`src/api_frame_receiver_macros.svh`:
```
// Assertion macros shared by the frame receiver RTL.
// Depends on nothing; users must provide signals named clock and reset.
`ifndef API_FRAME_RECEIVER_MACROS_SVH
`define API_FRAME_RECEIVER_MACROS_SVH

// Same-cycle implication, disabled while reset is high.
`define AFR_ASSERT_IMPL(name, ante, cons) \
   name: assert property (@(posedge clock) disable iff (reset) (ante) |-> (cons)) \
      else $error("api_frame_receiver: assertion failed");

// Next-cycle implication, disabled while reset is high.
`define AFR_ASSERT_NEXT(name, ante, cons) \
   name: assert property (@(posedge clock) disable iff (reset) (ante) |=> (cons)) \
      else $error("api_frame_receiver: assertion failed");

`endif

```
`src/afr_pkg.sv`:
```
// Package for the API frame receiver: field widths, codes and constants.
// Used by the channel interfaces and the top level; depends on nothing.
`default_nettype none

package afr_pkg;

   localparam int CMD_W    = 1;
   localparam int BYTE_W   = 8;
   localparam int INDEX_W  = 6;
   localparam int LENGTH_W = 16;
   localparam int TICKS_W  = 16;

   localparam logic [CMD_W-1:0] CMD_BYTE = 1'b0;
   localparam logic [CMD_W-1:0] CMD_TICK = 1'b1;

   localparam logic [BYTE_W-1:0]   START_BYTE    = 8'h7E;
   localparam logic [BYTE_W-1:0]   CHECK_BASE    = 8'hFF;
   localparam logic [TICKS_W-1:0]  TIMEOUT_RESET = 16'd150;
   localparam logic [TICKS_W-1:0]  IDLE_MAX      = 16'hFFFF;

   localparam int BUFFER_DEPTH_DEFAULT = 16;

endpackage

`default_nettype wire

```
`src/afr_if.sv`:
```
// Valid/ready channel interfaces for the API frame receiver.
// Depends on afr_pkg for the field widths.
`default_nettype none

interface afr_req_if
   import afr_pkg::*;
   ();
   logic              valid;
   logic              ready;
   logic [CMD_W-1:0]  cmd;
   logic [BYTE_W-1:0] rx_byte;

   modport source (output valid, output cmd, output rx_byte, input ready);
   modport sink   (input valid, input cmd, input rx_byte, output ready);
endinterface

interface afr_rsp_if
   import afr_pkg::*;
   ();
   logic                valid;
   logic                ready;
   logic [BYTE_W-1:0]   payload_byte;
   logic [INDEX_W-1:0]  byte_index;
   logic [LENGTH_W-1:0] frame_length;
   logic                truncated;
   logic                last;

   modport source (output valid, output payload_byte, output byte_index,
                   output frame_length, output truncated, output last, input ready);
   modport sink   (input valid, input payload_byte, input byte_index,
                   input frame_length, input truncated, input last, output ready);
endinterface

`default_nettype wire

```
`src/afr_ram.sv`:
```
// Generic single-write, single-read synchronous RAM with registered read data.
// Depends on nothing.
`default_nettype none

module afr_ram #(
   parameter  int WIDTH = 8,
   parameter  int DEPTH = 16,
   localparam int AW    = (DEPTH > 1) ? $clog2(DEPTH) : 1
) (
   input  wire logic             clock,
   input  wire logic             wr_en,
   input  wire logic [AW-1:0]    wr_addr,
   input  wire logic [WIDTH-1:0] wr_data,
   input  wire logic             rd_en,
   input  wire logic [AW-1:0]    rd_addr,
   output logic      [WIDTH-1:0] rd_data
);

   logic [WIDTH-1:0] mem_ff [DEPTH];
   logic [WIDTH-1:0] rd_data_ff;

   always_ff @(posedge clock) begin
      if (wr_en) begin
         mem_ff[wr_addr] <= wr_data;
      end
      if (rd_en) begin
         rd_data_ff <= mem_ff[rd_addr];
      end
   end

   assign rd_data = rd_data_ff;

endmodule

`default_nettype wire

```
`src/api_frame_receiver.sv`:
```
// Top level of the API frame receiver: framing, checksum and payload replay.
// Depends on afr_pkg, afr_if.sv, afr_ram.sv and api_frame_receiver_macros.svh.
//
//   channel    direction  handshake          word
//   req_chan   in         valid/ready        cmd, rx_byte
//   rsp_chan   out        valid/ready        payload_byte, byte_index,
//                                            frame_length, truncated, last
//   csr_*      in         write enable only  timeout_ticks
//
// While a frame is being received, one word is taken every cycle.
// After a good checksum the stored payload is replayed from the payload RAM:
// each result is read from the RAM, then presented and held while the sink stalls.
// The input is held off during replay, so the RAM is never read and written at once.
// Reset is synchronous and returns to hunting with timeout_ticks at 150.
`default_nettype none

`include "api_frame_receiver_macros.svh"

module api_frame_receiver
   import afr_pkg::*;
#(
   parameter int BUFFER_DEPTH = BUFFER_DEPTH_DEFAULT
) (
   input  wire logic               clock,
   input  wire logic               reset,
   input  wire logic               csr_wen,
   input  wire logic [TICKS_W-1:0] csr_wdata,
   afr_req_if.sink                 req_chan,
   afr_rsp_if.source               rsp_chan
);

   localparam int IW = (BUFFER_DEPTH > 1) ? $clog2(BUFFER_DEPTH) : 1;
   localparam logic [LENGTH_W-1:0] DEPTH_LEN = LENGTH_W'(BUFFER_DEPTH);

   typedef enum logic [1:0] {
      PH_HUNT,
      PH_MSB,
      PH_LSB,
      PH_DATA
   } phase_type;

   typedef enum logic [1:0] {
      ST_RUN,
      ST_FETCH,
      ST_SHOW
   } state_type;

   state_type           state_ff, state_in;
   phase_type           phase_ff, phase_in;
   logic [TICKS_W-1:0]  timeout_ff, timeout_in;
   logic [LENGTH_W-1:0] length_ff, length_in;
   logic [LENGTH_W-1:0] taken_ff, taken_in;
   logic [BYTE_W-1:0]   sum_ff, sum_in;
   logic [TICKS_W-1:0]  idle_ff, idle_in;
   logic [IW-1:0]       play_idx_ff, play_idx_in;
   logic [IW-1:0]       play_last_ff, play_last_in;
   logic                empty_ff, empty_in;

   logic                accept;
   logic                is_tick;
   logic                ram_wr_en;
   logic                ram_rd_en;
   logic [BYTE_W-1:0]   ram_rd_data;
   logic                too_long;
   logic [TICKS_W-1:0]  idle_inc;

   assign accept   = req_chan.valid && req_chan.ready;
   assign is_tick  = (req_chan.cmd == CMD_TICK);
   assign too_long = (length_ff > DEPTH_LEN);
   assign idle_inc = (idle_ff == IDLE_MAX) ? idle_ff : idle_ff + 16'd1;

   assign req_chan.ready = (state_ff == ST_RUN);

   always_comb begin
      state_in     = state_ff;
      phase_in     = phase_ff;
      timeout_in   = timeout_ff;
      length_in    = length_ff;
      taken_in     = taken_ff;
      sum_in       = sum_ff;
      idle_in      = idle_ff;
      play_idx_in  = play_idx_ff;
      play_last_in = play_last_ff;
      empty_in     = empty_ff;
      ram_wr_en    = 1'b0;
      ram_rd_en    = 1'b0;

      if (csr_wen) begin
         timeout_in = csr_wdata;
      end

      case (state_ff)
         ST_RUN: begin
            if (accept && is_tick) begin
               if (phase_ff != PH_HUNT) begin
                  idle_in = idle_inc;
                  // A zero timeout fires on the first tick, like a timeout of one.
                  if (idle_inc >= timeout_ff) begin
                     phase_in = PH_HUNT;
                     taken_in = '0;
                     sum_in   = '0;
                  end
               end
            end else if (accept) begin
               case (phase_ff)
                  PH_HUNT: begin
                     if (req_chan.rx_byte == START_BYTE) begin
                        phase_in = PH_MSB;
                        idle_in  = '0;
                        taken_in = '0;
                        sum_in   = '0;
                     end
                  end
                  PH_MSB: begin
                     length_in = {req_chan.rx_byte, 8'h00};
                     idle_in   = '0;
                     phase_in  = PH_LSB;
                  end
                  PH_LSB: begin
                     length_in = {length_ff[15:8], req_chan.rx_byte};
                     idle_in   = '0;
                     phase_in  = PH_DATA;
                  end
                  PH_DATA: begin
                     idle_in = '0;
                     if (taken_ff < length_ff) begin
                        // Bytes past the buffer still count toward the checksum.
                        ram_wr_en = (taken_ff < DEPTH_LEN);
                        sum_in    = sum_ff + req_chan.rx_byte;
                        taken_in  = taken_ff + 16'd1;
                     end else begin
                        phase_in = PH_HUNT;
                        taken_in = '0;
                        sum_in   = '0;
                        if (req_chan.rx_byte == CHECK_BASE - sum_ff) begin
                           play_idx_in = '0;
                           if (length_ff == '0) begin
                              empty_in = 1'b1;
                              state_in = ST_SHOW;
                           end else begin
                              empty_in     = 1'b0;
                              play_last_in = too_long ? IW'(BUFFER_DEPTH - 1)
                                                      : IW'(length_ff - 16'd1);
                              state_in     = ST_FETCH;
                           end
                        end
                     end
                  end
                  default: begin
                     phase_in = PH_HUNT;
                  end
               endcase
            end
         end
         ST_FETCH: begin
            ram_rd_en = 1'b1;
            state_in  = ST_SHOW;
         end
         ST_SHOW: begin
            if (rsp_chan.ready) begin
               if (empty_ff || play_idx_ff == play_last_ff) begin
                  state_in = ST_RUN;
               end else begin
                  play_idx_in = play_idx_ff + IW'(1);
                  state_in    = ST_FETCH;
               end
            end
         end
         default: begin
            state_in = ST_RUN;
         end
      endcase
   end

   always_ff @(posedge clock) begin
      if (reset) begin
         state_ff   <= ST_RUN;
         phase_ff   <= PH_HUNT;
         timeout_ff <= TIMEOUT_RESET;
         length_ff  <= '0;
         taken_ff   <= '0;
         sum_ff     <= '0;
         idle_ff    <= '0;
         empty_ff   <= 1'b0;
      end else begin
         state_ff   <= state_in;
         phase_ff   <= phase_in;
         timeout_ff <= timeout_in;
         length_ff  <= length_in;
         taken_ff   <= taken_in;
         sum_ff     <= sum_in;
         idle_ff    <= idle_in;
         empty_ff   <= empty_in;
      end
      play_idx_ff  <= play_idx_in;
      play_last_ff <= play_last_in;
   end

   afr_ram #(
      .WIDTH (BYTE_W),
      .DEPTH (BUFFER_DEPTH)
   ) u_payload_ram (
      .clock   (clock),
      .wr_en   (ram_wr_en),
      .wr_addr (taken_ff[IW-1:0]),
      .wr_data (req_chan.rx_byte),
      .rd_en   (ram_rd_en),
      .rd_addr (play_idx_ff),
      .rd_data (ram_rd_data)
   );

   assign rsp_chan.valid        = (state_ff == ST_SHOW);
   assign rsp_chan.payload_byte = empty_ff ? '0 : ram_rd_data;
   assign rsp_chan.byte_index   = INDEX_W'(play_idx_ff);
   assign rsp_chan.frame_length = length_ff;
   assign rsp_chan.truncated    = too_long;
   assign rsp_chan.last         = empty_ff || (play_idx_ff == play_last_ff);

   // An empty frame gives exactly one all-zero word marked last.
   `AFR_ASSERT_IMPL(a_empty_word, rsp_chan.valid && rsp_chan.frame_length == '0,
      rsp_chan.last && rsp_chan.payload_byte == '0 && rsp_chan.byte_index == '0)

   // The final word of a frame that fits the buffer sits at the length minus one.
   `AFR_ASSERT_IMPL(a_last_index,
      rsp_chan.valid && rsp_chan.last && !rsp_chan.truncated && rsp_chan.frame_length != '0,
      LENGTH_W'(rsp_chan.byte_index) == rsp_chan.frame_length - 16'd1)

   // Once the last word is taken the block takes input again.
   `AFR_ASSERT_NEXT(a_resume, rsp_chan.valid && rsp_chan.ready && rsp_chan.last,
      req_chan.ready)

   // A tick never starts a frame.
   `AFR_ASSERT_NEXT(a_tick_hunt, accept && is_tick && phase_ff == PH_HUNT,
      phase_ff == PH_HUNT)

endmodule

`default_nettype wire

```
`src/flat_wrapper.sv`:
```
// flat-port wrapper written by rule: the top's interface ports become plain ports
module api_frame_receiver_flat import afr_pkg::*;
#(
   parameter int BUFFER_DEPTH = BUFFER_DEPTH_DEFAULT
)
  (clock, reset, csr_wen, csr_wdata, req_chan_valid, req_chan_cmd, req_chan_rx_byte, req_chan_ready, rsp_chan_valid, rsp_chan_payload_byte, rsp_chan_byte_index, rsp_chan_frame_length, rsp_chan_truncated, rsp_chan_last, rsp_chan_ready);
  afr_req_if req_chan_i ();
  afr_rsp_if rsp_chan_i ();
  input  wire logic clock;
  input  wire logic reset;
  input  wire logic csr_wen;
  input  wire logic [TICKS_W-1:0] csr_wdata;
  input wire logic [$bits(req_chan_i.valid)-1:0] req_chan_valid;
  input wire logic [$bits(req_chan_i.cmd)-1:0] req_chan_cmd;
  input wire logic [$bits(req_chan_i.rx_byte)-1:0] req_chan_rx_byte;
  output wire logic [$bits(req_chan_i.ready)-1:0] req_chan_ready;
  output wire logic [$bits(rsp_chan_i.valid)-1:0] rsp_chan_valid;
  output wire logic [$bits(rsp_chan_i.payload_byte)-1:0] rsp_chan_payload_byte;
  output wire logic [$bits(rsp_chan_i.byte_index)-1:0] rsp_chan_byte_index;
  output wire logic [$bits(rsp_chan_i.frame_length)-1:0] rsp_chan_frame_length;
  output wire logic [$bits(rsp_chan_i.truncated)-1:0] rsp_chan_truncated;
  output wire logic [$bits(rsp_chan_i.last)-1:0] rsp_chan_last;
  input wire logic [$bits(rsp_chan_i.ready)-1:0] rsp_chan_ready;
  assign req_chan_i.valid = req_chan_valid;
  assign req_chan_i.cmd = req_chan_cmd;
  assign req_chan_i.rx_byte = req_chan_rx_byte;
  assign req_chan_ready = req_chan_i.ready;
  assign rsp_chan_valid = rsp_chan_i.valid;
  assign rsp_chan_payload_byte = rsp_chan_i.payload_byte;
  assign rsp_chan_byte_index = rsp_chan_i.byte_index;
  assign rsp_chan_frame_length = rsp_chan_i.frame_length;
  assign rsp_chan_truncated = rsp_chan_i.truncated;
  assign rsp_chan_last = rsp_chan_i.last;
  assign rsp_chan_i.ready = rsp_chan_ready;
  api_frame_receiver #(.BUFFER_DEPTH(BUFFER_DEPTH)) u_core (.clock(clock), .reset(reset), .csr_wen(csr_wen), .csr_wdata(csr_wdata), .req_chan(req_chan_i), .rsp_chan(rsp_chan_i));
endmodule
```
`config.mk`:
```
export PLATFORM = sky130hd
export DESIGN_NAME = api_frame_receiver_flat
export DESIGN_NICKNAME = d
export VERILOG_FILES = /design/src/afr_pkg.sv /design/src/afr_if.sv /design/src/afr_ram.sv /design/src/api_frame_receiver.sv /design/src/flat_wrapper.sv
export VERILOG_INCLUDE_DIRS = /design/src /design/src/src
export SDC_FILE = /design/constraint.sdc
export NUM_CORES = 1
export LEC_CHECK = 0
export CAP_MARGIN = 25
export CORE_MARGIN = 1.5
export CORE_UTILIZATION = 69
export CTS_BUF_LIST = sky130_fd_sc_hd__clkbuf_8 sky130_fd_sc_hd__clkbuf_16
export DETAILED_ROUTE_END_ITERATION = 8
export DONT_BUFFER_PORTS = 1
export GPL_ROUTABILITY_DRIVEN = 0
export GPL_TIMING_DRIVEN = 1
export PLACE_DENSITY = 0.85
export SYNTH_ARGS = -nofsm -noshare
export SYNTH_HDL_FRONTEND = slang
export SYNTH_SLANG_ARGS = --single-unit
```
`constraint.sdc`:
```
create_clock -name clock -period 7.6 [get_ports clock]
set_input_delay 0.38 -clock clock [delete_from_list [all_inputs] [get_ports clock]]
set_output_delay 0.38 -clock clock [all_outputs]
set_load 0.05 [all_outputs]
```
==> results of run 1 <==
[cell families after synthesis]
| group | count (synthesis) | share of synthesized area |
|---|---|---|
| buf+inv | 92 | 0.03371 |
| xor+xnor | 24 | 0.01987 |
| mux | 67 | 0.1111 |
| simple gates | 274 | 0.1347 |
| flops | 221 | 0.5545 |
| compound gates | 134 | 0.08362 |
| fa+ha+maj | 52 | 0.06221 |
| other cells | 1 | 0.0003545 |
[stage by stage]
stage | instances | utilization
2_1_floorplan | 866 | -
3_3_place_gp | 1015 | 0.7078
3_5_place_dp | 1017 | 0.7095
4_1_cts | 1068 | 0.7696
5_1_grt | 1068 | 0.7696
6_report | 1068 | 0.7696
[sequential cells by signal, indices dropped and copies added, names as in the netlist]
| register | flops |
|---|---|
| u_core.u_payload_ram.mem_ff | 128 |
| u_core.idle_ff | 16 |
| u_core.timeout_ff | 16 |
| u_core.u_payload_ram.rd_data | 8 |
| u_core.taken_ff | 16 |
| u_core.sum_ff | 8 |
| u_core.rsp_chan.frame_length | 16 |
| u_core.play_idx_ff | 4 |
| u_core.play_last_ff | 4 |
| u_core.empty_ff | 1 |
| u_core.phase_ff | 2 |
| u_core.state_ff | 2 |
[metal layers]
metal / share of wire / up-vias / global-route usage
li1: - / 3256 / -
met1: 0.38 / 3623 / 0.4411
met2: 0.48 / 517 / 0.5687
met3: 0.10 / 109 / 0.07170
met4: 0.043 / 0 / 0.1384
met5: 0 / - / 0
[power by group]
part / internal (mW) / leakage, nW / switching (mW) / total [mW]
Sequential: 1.28 / 1.91 / 0.00282 / 1.28
Clock: 0.722 / 0.397 / 0.459 / 1.18
Combinational: 0.0195 / 1.74 / 0.0424 / 0.0619
[Yosys cell counts, drive strengths merged (5+ instances only)]
cell type    n  share of area
nand4       17          0.010
nand3       43          0.020
and2        21          0.012
dfxtp       77           0.15
mux2i       24          0.023
xnor2       15          0.012
nand2       59          0.021
xor2         9         0.0075
buf         14         0.0060
clkbuf      29          0.010
a21oi       56          0.026
inv         48          0.017
nor3b        5         0.0040
ha          51          0.060
mux4        40          0.085
o211ai       8         0.0057
nor3        14         0.0066
and4         7         0.0058
nor2b       13         0.0077
nand2b       9         0.0053
and3        10         0.0059
nor2        54          0.019
o21ai       19         0.0090
edfxtp     144           0.41
nor4        12         0.0089
a21o         5         0.0035
a31oi        7         0.0041
[worst min path at each step]
stage / endpoint / start / slack (ns)
2_1_floorplan: u_core.sum_ff[0] / u_core.sum_ff[0] / 0.44
3_3_place_gp: u_core.sum_ff[2] / u_core.sum_ff[2] / 0.44
3_5_place_dp: u_core.sum_ff[3] / u_core.sum_ff[3] / 0.45
4_1_cts: u_core.timeout_ff[7] / csr_wen / 0.001
5_1_grt: u_core.timeout_ff[2] / csr_wen / 0.007
6_report: u_core.timeout_ff[4] / csr_wdata[4] / 0.02
[layout make-up]
class	instances	area [µm²]
Multi-Input combinational cell	553	4365
Sequential cell	221	5866
Clock inverter	18	220.2
Clock buffer	23	575.6
Inverter	49	183.9
Fill cell	838	3477
Timing Repair Buffer	16	166.4
Tap cell	188	235.2
[repair_timing]
action / CTS / global route
endpoints found under the hold margin: 182 / 0
endpoints found under the setup margin: 0 / 0
hold buffers: 10 / 0
==> results.tsv, run 1 <==
metric	value	unit
CTS tree	done	
total CTS buffers	23	
post-synthesis cell area	10580	µm²
Synth async-reset ratio	0	
CP Data Arrival Time	4.87	ns
most common library cell in the layout ignoring fill and taps	edfxtp_1	
final instance area	11610	µm²
gr usage total	0.3412	
CTS resizes	0	
Worst R2R Setup Slack	3.15	ns
via count	7505	
vias per cell	7.027	
core area	15090	µm²
share of cells above drive strength 1	0.1080	
Worst Skew	0.01219	ns
largest net degree at the start of global routing	53	
Yosys cell types	65	
Critical Path RT	8.02	ns
DR DRC count	0	
WS Path Type	register to register	
P_leak	4.049	nW
Post-synth EDFFs	144	
Hold/Removal Path Class	input port to register	
R2R Path End	u_core.taken_ff[15]	
worst reg2reg path depth	11	
H-tree depth	1	
slowest cell on the critical path	a2111oi_0	
final-report max-slew violation count	0	
initial antenna violation count	0	
Achievable Freq	224.7	MHz
worst hold stages	2	
first-pass GRT wire length	41660	µm
fin crit share	0.5856	
Worst slew margin	0.2671	
Post-synth top flop	edfxtp_1	
clk slew on worst S/H paths	0.06	ns
DRT Wirelength	26900	µm
clock tree buffer depth	3	
Critical Path Stages	11	
grt total ovfl	0	
CP Buf/Inv Count	0	
# port buffers	0	
Routed Antenna Nets	0	
post-layout min period	4.451	ns
dpl ws	3.388	ns
Initial Util	0.7011	
area delta synth->final	9.769	%
CP Max Fanout	18	
CP top delay family	compound AO/OA/AOI/OAI gates	
I/O pins	64	
NumNets Final	946	
syn_area_per_cell	12.23	µm²
Max IR drop VDD	0.1756	mV
worst setup path end	u_core.taken_ff[15]	
most frequent cells in the layout	edfxtp_1, dfxtp_1, nand2_1	
Largest stage delay, worst path	0.76	ns
root buffer cell	clkbuf_16	
total power	2.527	mW
pwr dens	217.6	nW/µm²
Final Hold Fails	0	
Die ar.	16080	µm²
reg2reg start	u_core.idle_ff[5]	
Slew @ Worst Pin	1.095	ns
Setup TNS Final	0	ns
vias in the first global route	7533	
# setup viols final	0	
drt wl/cell	25.18	µm
status	finished, final reports clean	
worst-skew pair later-pin latency	0.51	ns
synthesized flop and latch total	221	
# rows	45	
postcts setup bufs	0	
unrepaired setup endpoints after global routing	no	
Die Ht	126.8	µm
drt pass-1 iters	5	
crit path cell chain	and4_1 -> and3_1 -> nand4_1 -> xnor2_1 -> ha_1 -> nand2b_1 -> a2111oi_0 -> o32a_1 -> a211o_1 -> nor2_1 -> nor4_2	
# Max-Cap Violations	0	
die width	126.8	µm
final worst slack	3.149	ns
clk sinks	221	
critical path startpoint	u_core.idle_ff[5]	
Synth Instances	865	
Inserted Diodes	0	
post-DP HPWL	16450	µm
crit start category	register	
YS warnings	0	
Min Hold Slack	0.01573	ns
element type at the critical path end	register	
dpl cell area	10710	µm²
sequential fraction of the synthesis area	0.5545	
initial DRC count	821	
(Power assumes the default switching activity.)
==> run 2: changes to the inputs <==
CORE_UTILIZATION = 64   (was 69)
PLACE_DENSITY = 0.8   (was 0.85)
clock period = 4.11 ns   (was 7.6 ns; I/O delays follow)
==> run 2 against run 1 <==
  * Sequential power grew 85%
  * Non-clock buffer count grew 43
  * Worst hold slack gained 0.036 ns
  * Sequential share of layout area shrank 1.7 points
  * Largest cell class unchanged
  * Largest power group unchanged
==> results.tsv, run 2 (synthesized netlist as in run 1, its figures left out) <==
metric	value	unit	change
NumNets Final	989		+4.5%
total CTS buffers	23		unchanged
# port buffers	0		unchanged
# rows	46		+2.2%
Min Hold Slack	0.05171	ns	+0.03598 ns
P_leak	4.238	nW	+4.7%
WL met3	2723	µm	-0.37%
clk sinks	221		unchanged
grt total ovfl	0		unchanged
clk slew on worst S/H paths	0.06	ns	about the same
fin crit share	0.9538		+0.3682
drt wl/cell	24.21	µm	-3.9%
status	finished, final reports clean		
worst-skew pair later-pin latency	0.52	ns	about the same
post-DP HPWL	16940	µm	+3.0%
crit start category	register		
Routed Antenna Nets	0		unchanged
CP Data Arrival Time	4.30	ns	-0.57 ns
I/O pins	64		unchanged
unrepaired setup endpoints after global routing	no		
Top reg by flops	u_core.u_payload_ram.mem_ff		
Critical Path RT	4.49	ns	-3.53 ns
max reg flops	128		unchanged
initial antenna violation count	1		+1
pwr dens	379.0	nW/µm²	+74%
CP Max Fanout	10		-8
most frequent cells in the layout	edfxtp_1, dfxtp_1, inv_1, nand2_1, a21oi_1		
Die Ht	131.6	µm	+3.7%
core area	16000	µm²	+6.0%
# Max-Cap Violations	0		unchanged
element type at the critical path end	register		
Post-Layout Cell Count	1140		+6.7%
FILL cells	988		+18%
vias per cell	6.800		-3.2%
Final Hold Fails	0		unchanged
vias in the first global route	7526		-0.093%
area delta synth->final	13.58	%	
first-pass GRT wire length	42460	µm	+1.9%
largest net degree at the start of global routing	63		+19%
root buffer cell	clkbuf_16		
Worst slew margin	0.3511		+0.08402
final-report max-slew violation count	0		unchanged
die width	131.6	µm	+3.7%
Achievable Freq	255.1	MHz	+14%
gr usage total	0.3204		-0.02077
WS Path Type	register to register		
clock tree buffer depth	3		unchanged
drt pass-1 iters	6		+1
Placed Cells	1056		+3.8%
Setup TNS Final	0	ns	unchanged
Die ar.	17310	µm²	+7.6%
# setup viols final	0		unchanged
most common library cell in the layout ignoring fill and taps	edfxtp_1		
DR DRC count	0		unchanged
DRT Wirelength	27600	µm	+2.6%
share of cells above drive strength 1	0.1212		+0.01326
Metal-1 WL	10070	µm	-0.36%
top sig layer	met4		
Worst Skew	0.02146	ns	+0.009267 ns
CTS tree	done		
post-layout min period	3.920	ns	-0.5305 ns
Slew @ Worst Pin	0.9734	ns	-0.1220 ns
Max IR drop VDD	0.4351	mV	+150%
Inserted Diodes	0		unchanged
initial DRC count	897		+9.3%
H-tree depth	1		unchanged
Initial Util	0.6612		-0.03991
metal2 WL	13470	µm	+4.5%
Hold/Removal Path Class	input port to register		
via count	7752		+3.3%
## run 2: cell types whose count changed in the layout (fill, tap and decap cells not counted), sizes merged
cell | before | now
clkinv | 7 | 4
clkbuf | 23 | 25
inv | 52 | 60
dlygate4sd3 | 9 | 40
bufinv | 5 | 2
clkinvlp | 3 | 0
buf | 7 | 19
## run 2: cell type report
type | count | area (µm²) | area share
inverter | 49 | 183.9 | 0.01531
clock inverter | 17 | 123.9 | 0.01031
tap | 216 | 270.3 | 0.02249
sequential | 221 | 5868 | 0.4884
clock buffer | 25 | 614.3 | 0.05113
multi-input combinational | 553 | 4388 | 0.3652
timing repair buffer | 59 | 566.8 | 0.04717
## run 2: stage by stage
stage | util | cell area (µm²) | power (mW) | worst slack, ns
2_1_floorplan | - | 10580 | 2.489 | 0.3154
3_3_place_gp | 0.6753 | 10810 | 2.491 | 0.2985
3_5_place_dp | 0.6760 | 10820 | 2.494 | 0.06365
4_1_cts | 0.7489 | 11980 | 4.552 | 0.05180
5_1_grt | 0.7509 | 12020 | 4.660 | 0.001896
6_report | 0.7509 | 12020 | 4.554 | 0.1897
## run 2: worst paths after layout
check               startpoint                     to  slack [ns]  cells after the start
min                      reset  u_core.timeout_ff[14]        0.05                      2
min reg2reg   u_core.sum_ff[4]       u_core.sum_ff[4]        0.47                      2
max reg2reg  u_core.idle_ff[6]       u_core.sum_ff[2]        0.19                     13
max          u_core.idle_ff[6]       u_core.sum_ff[2]        0.19                     13
## run 2: where the power goes
group | internal (mW) | total (mW) | switching (mW) | leakage, nW
registers | 2.37 | 2.37 | 0.00534 | 1.92
clock network | 1.19 | 2.03 | 0.832 | 0.404
logic | 0.0604 | 0.153 | 0.0929 | 1.92
total | 3.62 | 4.55 | 0.930 | 4.24
## run 2: what timing repair did
| action | 4_1_cts | 5_1_grt |
|---|---|---|
| endpoints found under the setup margin | 0 | 25 |
| setup buffers | 0 | 1 |
| hold buffers | 41 | 0 |
| gates resized for setup | 0 | 11 |
| endpoints found under the hold margin | 191 | 0 |
## run 2: metal layers
layer,vias up,track usage
met4,0,0.1296
li1,3348,-
met3,109,0.05941
met1,3769,0.4152
met2,526,0.5351
met5,-,0.008772
## run 2: worst max-delay path: stages (launching register included)
cell	delay (ns)
dfxtp_1	0.42
nand4_1	0.26
buf_4	0.22
nor4_1	0.38
a21oi_1	0.16
a21oi_1	0.24
ha_1	0.20
nand4_1	0.15
or4_1	0.52
o32a_2	0.41
a211o_2	0.42
buf_4	0.21
nand2_1	0.10
a21oi_1	0.08
==> run 3: changes to the inputs <==
ABC_AREA = 1   (was unset)
==> run 3 against run 2 <==
  * Global-route usage fell by 2.2 points
  * Highest routed layer unchanged
  * Setup slack improved by 0.15 ns
  * Die area rose by 4.6%
==> results.tsv, run 3 <==
metric	value	unit	change
Post-synth EDFFs	144		unchanged
gr usage total	0.2986		-0.02183
Synth top cells by count	nand2_1, inv_1, edfxtp_1		
# setup viols final	0		unchanged
FILL cells	1219		+23%
clk sinks	221		unchanged
area delta synth->final	11.89	%	
P_leak	4.732	nW	+12%
dpl cell area	11310	µm²	+4.6%
root buffer cell	clkbuf_16		
vias in the first global route	8223		+9.3%
WS Path Type	register to register		
final-report max-slew violation count	0		unchanged
Slew @ Worst Pin	0.9418	ns	-0.03159 ns
most frequent cell after synthesis	nand2_1		
Top reg by flops	u_core.u_payload_ram.mem_ff		
total CTS buffers	23		unchanged
GR Util met1	0.3885		-0.02675
post-DP HPWL	16670	µm	-1.6%
sequential fraction of the synthesis area	0.5297		-0.02481
Min Hold Slack	0.05063	ns	-0.001084 ns
Largest stage delay, worst path	0.56	ns	+0.04 ns
Yosys cell types	45		-31%
Post-synth top flop	edfxtp_1		
DRT Wirelength	26450	µm	-4.2%
status	finished, final reports clean		
# Max-Cap Violations	0		unchanged
fin crit share	0.9181		-0.03577
Worst slew margin	0.3701		+0.01899
YS warnings	0		unchanged
vias per cell	5.857		-14%
CP Data Arrival Time	4.18	ns	-0.12 ns
post-layout min period	3.773	ns	-0.1470 ns
clock tree buffer depth	3		unchanged
GR peak layer	met2		
Synth async-reset ratio	0		unchanged
clk slew on worst S/H paths	0.06	ns	about the same
element type at the critical path end	register		
Die Ht	134.5	µm	+2.3%
Worst Skew	0.01393	ns	-0.007531 ns
Initial Util	0.6608		about the same
syn_area_per_cell	9.291	µm²	-24%
pwr dens	373.6	nW/µm²	-1.4%
Synth area leaders	edfxtp_1, dfxtp_1, nand2_1		
final instance area	12390	µm²	+3.1%
Max IR drop VDD	0.2971	mV	-32%
Routed Antenna Nets	0		unchanged
Achievable Freq	265.0	MHz	+3.9%
met2 Usage GRT	0.5125		-0.02255
unrepaired setup endpoints after global routing	no		
synthesized flop and latch total	221		unchanged
total power	4.629	mW	+1.6%
met3 usage	0.04805		-0.01137
share of cells above drive strength 1	0.07357		-0.04765
DR DRC count	0		unchanged
CP Max Fanout	24		+14
die width	134.5	µm	+2.3%
initial DRC count	682		-24%
drt pass-1 iters	6		unchanged
initial antenna violation count	2		+1
most common library cell in the layout ignoring fill and taps	nand2_1		
crit start category	register		
Setup TNS Final	0	ns	unchanged
CTS tree	done		
NumNets Final	1303		+32%
crit path cell chain	ha_1 -> nand2_1 -> nor3_2 -> nand3_1 -> nor2_2 -> inv_2 -> o21ai_1 -> ha_1 -> a21oi_1 -> nand2_1 -> a21oi_1 -> nand4_4 -> nand2_8 -> inv_6 -> nand2_1 -> a21oi_1 -> dlygate4sd3_1		
most frequent cells in the layout	nand2_1, inv_1, edfxtp_1		
Hold/Removal Path Class	input port to register		
# rows	47		+2.2%
I/O pins	64		unchanged
via count	8539		+10%
Final Hold Fails	0		unchanged
Synth Instances	1192		+38%
largest net degree at the start of global routing	53		-16%
core area	16760	µm²	+4.7%
post-synthesis cell area	11070	µm²	+4.7%
Critical Path RT	4.51	ns	+0.02 ns
Die ar.	18100	µm²	+4.6%
postcts setup bufs	0		unchanged
# port buffers	0		unchanged
worst-skew pair later-pin latency	0.52	ns	about the same
drt wl/cell	18.14	µm	-25%
Synth area leader	edfxtp_1		
first-pass GRT wire length	42340	µm	-0.28%
grt total ovfl	0		unchanged
max reg flops	128		unchanged
post-synth top area share	0.3905		-0.01829
slowest cell on the critical path	dlygate4sd3_1		
H-tree depth	1		unchanged
## run 3: through the flow
stage                     std cells  setup slack [ns]    util
after floorplan                1193             1.294       -
after global placement         1387            0.7285  0.6749
after detailed placement       1387            0.6431  0.6749
after CTS                      1457            0.1782  0.7383
after global routing           1458           0.03966  0.7393
final                          1458            0.3367  0.7393
## run 3: cell type report
cell class	instances	area, µm²	area share
flip-flops and latches	221	5866	0.4734
multi-input cells	764	4403	0.3553
inverters	158	600.6	0.04847
clock buffers	24	589.3	0.04756
repair buffers	53	480.5	0.03878
well taps	220	275.3	0.02222
clock inverters	17	173.9	0.01404
diodes	1	2.502	0.0002020
## run 3: path summary, 6_finish.rpt
kind | from | endpoint | slack (ns) | cells after the start
hold / removal | req_chan_cmd | u_core.empty_ff | 0.05 | 5
setup / recovery | u_core.idle_ff[0] | u_core.sum_ff[4] | 0.34 | 17
setup reg to reg | u_core.idle_ff[0] | u_core.sum_ff[4] | 0.34 | 17
hold reg to reg | u_core.timeout_ff[8] | u_core.timeout_ff[8] | 0.47 | 2
## run 3: metal layers
metal,up-vias,wire [µm]
met5,-,0
met4,0,694
met3,52,2043
met2,338,12980
met1,4024,10730
li1,4125,-
## run 3: cells by family after synthesis
family / after synthesis / synth area share
AND/OR/NAND/NOR: 416 / 0.1682
AO/OA/AOI/OAI: 242 / 0.1237
flip-flops: 221 / 0.5297
buffers and inverters: 208 / 0.07389
adder cells (fa/ha/maj): 52 / 0.05943
multiplexers: 32 / 0.02892
XOR/XNOR: 20 / 0.01582
other: 1 / 0.0003386
## run 3: critical path, delay by kind of cell, from the launching register on
kind / cells / cell delay, ns
and+or+nand+nor: 8 / 1.32
buffers and inverters: 3 / 0.81
AOI/OAI and AO/OA: 4 / 0.61
adders and majority gates: 2 / 0.50
DFF: 1 / 0.41
## run 3: repair_timing
item	CTS	global route
endpoints found under the setup margin	0	1
hold buffers	29	0
endpoints found under the hold margin	189	0
resized for setup	0	4
## run 3: where the power goes
group	total, mW	internal, mW	switching [mW]
clock	2.10	1.23	0.868
sequential	2.38	2.37	0.00502
combinational	0.154	0.0479	0.106
total	4.63	3.65	0.979
